**config.mk**
```make
export PLATFORM = sky130hd
export DESIGN_NAME = sha256_block_compress_core
export DESIGN_NICKNAME = d
export VERILOG_FILES = /design/src/rtl/sbc_pkg.sv /design/src/rtl/sha256_block_compress_core.sv
export SDC_FILE = /design/constraint.sdc
export NUM_CORES = 2
export LEC_CHECK = 0
export ABC_CLOCK_PERIOD_IN_PS = 18700
export BUFFER_PORTS_ARGS = -buffer_cell sky130_fd_sc_hd__clkbuf_2
export CAP_MARGIN = 20
export CORE_ASPECT_RATIO = 0.6
export CORE_MARGIN = 5
export CORE_UTILIZATION = 65
export DETAILED_ROUTE_END_ITERATION = 16
export PLACE_DENSITY_LB_ADDON = 0.3
export SLEW_MARGIN = 20
export SYNTH_ARGS = -nofsm -noshare
export SYNTH_HDL_FRONTEND = slang
export SYNTH_SLANG_ARGS = --single-unit
```
**constraint.sdc**
```tcl
create_clock -name clk -period 18.7 [get_ports clk]
set_input_delay 1.87 -clock clk [delete_from_list [all_inputs] [get_ports clk]]
set_output_delay 1.87 -clock clk [all_outputs]
set_load 0.02 [all_outputs]
```
**src/rtl/sbc_pkg.sv**
```systemverilog
package sbc_pkg;

  localparam int WORD_W     = 32;
  localparam int NUM_WORDS  = 16;
  localparam int NUM_ROUNDS = 64;
  localparam int NUM_HASH   = 8;

  typedef logic [WORD_W-1:0] word_t;

  typedef enum logic [1:0] {
    ST_LOAD,
    ST_ROUND,
    ST_ADD,
    ST_OUT
  } sbc_state_t;

  localparam word_t INIT_HASH [NUM_HASH] = '{
    32'h6A09E667, 32'hBB67AE85, 32'h3C6EF372, 32'hA54FF53A,
    32'h510E527F, 32'h9B05688C, 32'h1F83D9AB, 32'h5BE0CD19
  };

  localparam word_t ROUND_K [NUM_ROUNDS] = '{
    32'h428a2f98, 32'h71374491, 32'hb5c0fbcf, 32'he9b5dba5,
    32'h3956c25b, 32'h59f111f1, 32'h923f82a4, 32'hab1c5ed5,
    32'hd807aa98, 32'h12835b01, 32'h243185be, 32'h550c7dc3,
    32'h72be5d74, 32'h80deb1fe, 32'h9bdc06a7, 32'hc19bf174,
    32'he49b69c1, 32'hefbe4786, 32'h0fc19dc6, 32'h240ca1cc,
    32'h2de92c6f, 32'h4a7484aa, 32'h5cb0a9dc, 32'h76f988da,
    32'h983e5152, 32'ha831c66d, 32'hb00327c8, 32'hbf597fc7,
    32'hc6e00bf3, 32'hd5a79147, 32'h06ca6351, 32'h14292967,
    32'h27b70a85, 32'h2e1b2138, 32'h4d2c6dfc, 32'h53380d13,
    32'h650a7354, 32'h766a0abb, 32'h81c2c92e, 32'h92722c85,
    32'ha2bfe8a1, 32'ha81a664b, 32'hc24b8b70, 32'hc76c51a3,
    32'hd192e819, 32'hd6990624, 32'hf40e3585, 32'h106aa070,
    32'h19a4c116, 32'h1e376c08, 32'h2748774c, 32'h34b0bcb5,
    32'h391c0cb3, 32'h4ed8aa4a, 32'h5b9cca4f, 32'h682e6ff3,
    32'h748f82ee, 32'h78a5636f, 32'h84c87814, 32'h8cc70208,
    32'h90befffa, 32'ha4506ceb, 32'hbef9a3f7, 32'hc67178f2
  };

  function automatic word_t rotr(input word_t x, input int n);
    rotr = (x >> n) | (x << (WORD_W - n));
  endfunction

endpackage

```
**src/rtl/sha256_block_compress_core.sv**
```systemverilog
// After the transaction that carries the sixteenth word of a final block, the core runs
// the 64 rounds and then the digest add before the first digest word is valid.
// Throughput: one word per cycle while a block loads; no new words are taken during
// the rounds and the add, nor while the eight digest words of a final block are output.
// Reset (rst, synchronous, active high) returns to word loading with the hash
// registers at the standard initial values and all counters at zero.
module sha256_block_compress_core (
  input  logic        clk,
  input  logic        rst,
  input  logic        in_valid,
  output logic        in_ready,
  input  logic [31:0] message_word,
  input  logic        first_block,
  input  logic        final_block,
  output logic        out_valid,
  input  logic        out_ready,
  output logic [31:0] digest_word,
  output logic [2:0]  word_index,
  output logic        last
);
  import sbc_pkg::*;

  // Control state.
  sbc_state_t state, state_next;
  logic [3:0] word_count;
  logic [5:0] round_count;
  logic [2:0] out_index;
  logic       final_flag;

  // Datapath state. The schedule window is a shift line: during the rounds,
  // tap 0 always holds W[t] and the newly expanded word enters at tap 15.
  word_t sched [NUM_WORDS];
  word_t hash  [NUM_HASH];
  word_t va, vb, vc, vd, ve, vf, vg, vh;

  logic in_xfer, out_xfer;
  assign in_xfer  = in_valid && in_ready;
  assign out_xfer = out_valid && out_ready;

  // The shared round unit: one SHA-256 round plus one schedule expansion step.
  word_t big_s1, ch, t1, big_s0, maj, t2, sig0, sig1, w_new;
  always_comb begin
    big_s1 = rotr(ve, 6) ^ rotr(ve, 11) ^ rotr(ve, 25);
    ch     = (ve & vf) ^ (~ve & vg);
    t1     = vh + big_s1 + ch + ROUND_K[round_count] + sched[0];
    big_s0 = rotr(va, 2) ^ rotr(va, 13) ^ rotr(va, 22);
    maj    = (va & vb) ^ (va & vc) ^ (vb & vc);
    t2     = big_s0 + maj;
    sig0   = rotr(sched[1], 7) ^ rotr(sched[1], 18) ^ (sched[1] >> 3);
    sig1   = rotr(sched[14], 17) ^ rotr(sched[14], 19) ^ (sched[14] >> 10);
    w_new  = sched[0] + sig0 + sched[9] + sig1;
  end

  // Sequencer: next state and handshake outputs.
  always_comb begin
    state_next = state;
    in_ready   = 1'b0;
    out_valid  = 1'b0;
    case (state)
      ST_LOAD: begin
        in_ready = 1'b1;
        if (in_valid && word_count == 4'd15) begin
          state_next = ST_ROUND;
        end
      end
      ST_ROUND: begin
        if (round_count == 6'd63) begin
          state_next = ST_ADD;
        end
      end
      ST_ADD: begin
        state_next = final_flag ? ST_OUT : ST_LOAD;
      end
      ST_OUT: begin
        out_valid = 1'b1;
        if (out_ready && out_index == 3'd7) begin
          state_next = ST_LOAD;
        end
      end
      default: begin
        state_next = ST_LOAD;
      end
    endcase
  end

  always_ff @(posedge clk) begin
    if (rst) begin
      state <= ST_LOAD;
    end else begin
      state <= state_next;
    end
  end

  // Counters and flags.
  always_ff @(posedge clk) begin
    if (rst) begin
      word_count  <= '0;
      round_count <= '0;
      out_index   <= '0;
      final_flag  <= 1'b0;
    end else begin
      if (in_xfer) begin
        word_count <= word_count + 4'd1;
        if (word_count == 4'd15) begin
          final_flag <= final_block;
        end
      end
      if (state == ST_ROUND) begin
        round_count <= round_count + 6'd1;
      end
      if (out_xfer) begin
        out_index <= out_index + 3'd1;
      end
    end
  end

  // Hash registers: reloaded on the first word of a first block, accumulated
  // after the last round of every block.
  always_ff @(posedge clk) begin
    if (rst) begin
      for (int i = 0; i < NUM_HASH; i++) begin
        hash[i] <= INIT_HASH[i];
      end
    end else if (in_xfer && word_count == 4'd0 && first_block) begin
      for (int i = 0; i < NUM_HASH; i++) begin
        hash[i] <= INIT_HASH[i];
      end
    end else if (state == ST_ADD) begin
      hash[0] <= hash[0] + va;
      hash[1] <= hash[1] + vb;
      hash[2] <= hash[2] + vc;
      hash[3] <= hash[3] + vd;
      hash[4] <= hash[4] + ve;
      hash[5] <= hash[5] + vf;
      hash[6] <= hash[6] + vg;
      hash[7] <= hash[7] + vh;
    end
  end

  // Schedule window: words shift in as they arrive, expanded words shift in
  // during the rounds.
  always_ff @(posedge clk) begin
    if (in_xfer || state == ST_ROUND) begin
      for (int i = 0; i < NUM_WORDS - 1; i++) begin
        sched[i] <= sched[i+1];
      end
      sched[NUM_WORDS-1] <= in_xfer ? message_word : w_new;
    end
  end

  // Working variables. They are loaded from the hash registers when the last
  // word of a block arrives; a first-block reload at word zero has already
  // landed in the hash registers by then.
  always_ff @(posedge clk) begin
    if (rst) begin
      {va, vb, vc, vd, ve, vf, vg, vh} <= '0;
    end else if (in_xfer && word_count == 4'd15) begin
      va <= hash[0];
      vb <= hash[1];
      vc <= hash[2];
      vd <= hash[3];
      ve <= hash[4];
      vf <= hash[5];
      vg <= hash[6];
      vh <= hash[7];
    end else if (state == ST_ROUND) begin
      vh <= vg;
      vg <= vf;
      vf <= ve;
      ve <= vd + t1;
      vd <= vc;
      vc <= vb;
      vb <= va;
      va <= t1 + t2;
    end
  end

  // Output payload comes straight from the hash registers, which hold still
  // while the digest is being emitted.
  assign digest_word = hash[out_index];
  assign word_index  = out_index;
  assign last        = (out_index == 3'd7);

endmodule

```
==> results.yml <==
synthesis:
  syn_inst: 6154
  synthFlopType: "edfxtp_1"
  yosys_register_bits: 1043
  synthesis.area_sq_um: 64400
  synth_fp_nets: 6781
  syn_avg_cell_area_sq_um: 10.5
  yosysWarnings: 0
  synth.distinct_cells: 85
  synth_edf_count: 736
  ys_seq_area_share_pct: 43.8
  synthTopCellsByArea: "edfxtp_1 (34%), dfxtp_1 (9.5%), ha_1 (7.7%)"
  synth_top_area_share_pct: 34.3
  synth_area_leader_cell: "edfxtp_1"
  async_reset_ff_share_pct: 0
detailed_routing:
  dr.pass1.iters: 8
  drt-initial-drc-count: 8690
  wl_met2_um: 79200
  wirelength_um: 217000
  antenna_left: 0
  viasPerCell: 6.86
  wl_met3_um: 39500
  drcViolationCount: 0
  wl_met1_um: 92600
  vias: 51434
  wl_per_cell_um: 29.0
  top_layer_used: "met5"
worst_setup_path:
  cpLargestDelayFamily: "compound AO/OA/AOI/OAI gates"
  worstPathRequired_ns: 19.27
  cp_slowest_stage_delay_ns: 0.90
  endpoint_kind: "register"
  startpoint: "round_count[1]$_SDFFE_PP0P_"
  crit_cells: 38
  rrSetupSlack_ns: 8.05
  rr_startpoint: "round_count[1]$_SDFFE_PP0P_"
  cp_max_fo: 20
  endpoint: "va[31]$_SDFFE_PP0P_"
  worst-setup-path-type: "reg2reg"
  worst_ep_arrival_time_ns: 11.22
  crit_slowest_cell: "a31oi_1"
  path_common_cell: "a21o_1"
  reg2reg_depth: 38
  cp_num_buf_inv: 6
  cp-start-kind: "register"
  r2r_end: "va[31]$_SDFFE_PP0P_"
global_routing:
  grt_pass1_wl_um: 316000
  overflow: 0
  grt_use_total_pct: 40.2
  grt_start_max_net_pins: 213
  grt_pass1_vias: 47645
  antenna_found_initial: 12
sta:
  hold_viol: 0
  period_minus_slack_ns: 10.65
  tns_ns: 0
  clock_skew_ns: 0.0505
  max-slew-margin-rel_pct: 20.9
  worstMarginPinSlew_ns: 1.18
  setup_viol: 0
  min_period_over_period_pct: 56.9
  rsz0062_at_grt: "no"
  slew_viol_final: 0
  max_freq_ghz: 0.0939
layout:
  fillerInstances: 7032
  ff_latch_area_sq_um: 28300
  layout_commonest_cell: "edfxtp_1"
  final_cell_mix: "edfxtp_1 (736), a21oi_1 (588), nand2_1 (580)"
  drive_gt1_share_pct: 7.91
  layout.cells.non_filler: 7501
  nets: 6723
  syn_to_final_growth_pct: 7.88
  multiInputGateArea_sq_um: 33900
clock_tree:
  cts_setup_buffers: 0
  cts_tree: "built"
  cts.path.max_buffers: 3
  clock_latency_ns: 0.76
  clk_pin_slew_ns: 0.07
  cts_made_buffers: 96
  htreeDepth: 3
  root_buffer: "clkbuf_16"
  cts_resized: 0
  holdBufCountCts: 0
  clock_sinks: 1043
min_path:
  hp-class: "reg2reg"
flow_run:
  maxCapViolCount: 0
pwr:
  power_leakage_nw: 27.1
  irDropWorstVdd_mv: 0.135
  power_density_nw_per_um2: 100
placed_design:
  gp_congestion: 1.07
  place_inst: 7316
  dp_hpwl_um: 161000
  port_buffers: 75
floorplan:
  die_y_um: 254
  die_area_sq_um: 106000
  ioPinCount: 76
  die_w_um: 416
  start_util_pct: 65.5
  core_sq_um: 98300
  placementRows: 89
status:
  status: "finished, final reports clean"
stage by stage:
| step | total power [mW] | utilization [%] | cell area [sq um] | hold WS (ns) | worst slack [ns] |
|---|---|---|---|---|---|
| detailed placement | 4.74 | 67.2 | 66000 | 0.405 | 8.39 |
| CTS | 6.90 | 70.7 | 69500 | 0.398 | 8.36 |
| floorplan | 4.20 | - | 64400 | 0.400 | 4.23 |
| finish | 6.97 | 70.7 | 69500 | 0.404 | 8.05 |
| global placement | 4.69 | 67.2 | 66000 | 0.400 | 8.53 |
| global route | 7.24 | 70.7 | 69500 | 0.408 | 7.51 |
kinds of logic after synthesis:
| kind of cell | synth area share, % |
|---|---|
| compound gates | 17.6 |
| simple gates | 9.78 |
| flops | 43.8 |
| buf+inv | 3.73 |
| fa+ha+maj | 13.8 |
| xor+xnor | 7.50 |
| mux | 3.74 |
cell type report:
| cell class | instances | area share, % |
|---|---|---|
| diodes | 2 | 0.00720 |
| clock buffers | 127 | 3.77 |
| clock inverters | 55 | 1.20 |
| inverters | 328 | 1.77 |
| multi-input cells | 4471 | 48.7 |
| flip-flops and latches | 1043 | 40.7 |
| well taps | 1319 | 2.37 |
| repair buffers | 156 | 1.50 |
report_power, final:
| part | switching (mW) | internal [mW] |
|---|---|---|
| clock network | 0.964 | 1.20 |
| registers | 0.147 | 2.69 |
| logic | 1.19 | 0.776 |
| total | 2.30 | 4.67 |
sequential cells by signal (all words and copies together) (netlist names), 32 cells and up, named ones only:
name,cells
hash,256
sched,512
va,32
vb,32
vc,32
vd,32
ve,32
vf,32
vg,32
vh,32
routing by layer:
layer	vias to the layer above	GRT usage (%)
met5	-	2.19
met4	8	8.85
met3	405	19.4
met2	3755	50.0
met1	25061	62.3
li1	22205	-
cell usage after synthesis (8+ instances only):
cell and count:
mux2_2 57, o21a_1 57, xnor2_1 361, dfxtp_1 307, and3_1 34, a211o_1 13
buf_1 31, a22oi_1 256, a311oi_1 17, a21oi_1 588, nor4_1 8, nand3_1 74
nand2_1 584, nor2_1 338, a21boi_0 8, edfxtp_1 736, o21ai_0 300, o22ai_1 16
mux4_2 67, o31ai_1 27, clkbuf_1 281, nor3_1 70, fa_1 195, nor2b_1 61
or3_1 41, nand2b_1 87, o31a_1 10, a31oi_1 47, and2_1 30, nand4_1 15
o21ai_1 12, a21o_1 193, o311ai_0 12, o21bai_1 44, mux2i_1 26, or2_2 14
a211oi_1 36, ha_1 394, nor3b_1 18, a221oi_1 20, inv_1 326, xor2_1 188
a221o_1 8, o211ai_1 35
how the worst min path moves through the flow:
stage / startpoint / end / cells past startpoint
floorplan: sched[0][132]$_DFFE_PP_ / sched[0][100]$_DFFE_PP_ / 0
global placement: sched[1][108]$_DFFE_PP_ / sched[1][76]$_DFFE_PP_ / 0
detailed placement: sched[0][136]$_DFFE_PP_ / sched[0][104]$_DFFE_PP_ / 0
CTS: sched[1][242]$_DFFE_PP_ / sched[1][210]$_DFFE_PP_ / 0
global route: sched[1][242]$_DFFE_PP_ / sched[1][210]$_DFFE_PP_ / 0
finish: sched[1][254]$_DFFE_PP_ / sched[1][222]$_DFFE_PP_ / 0
(Power assumes the default switching activity.)
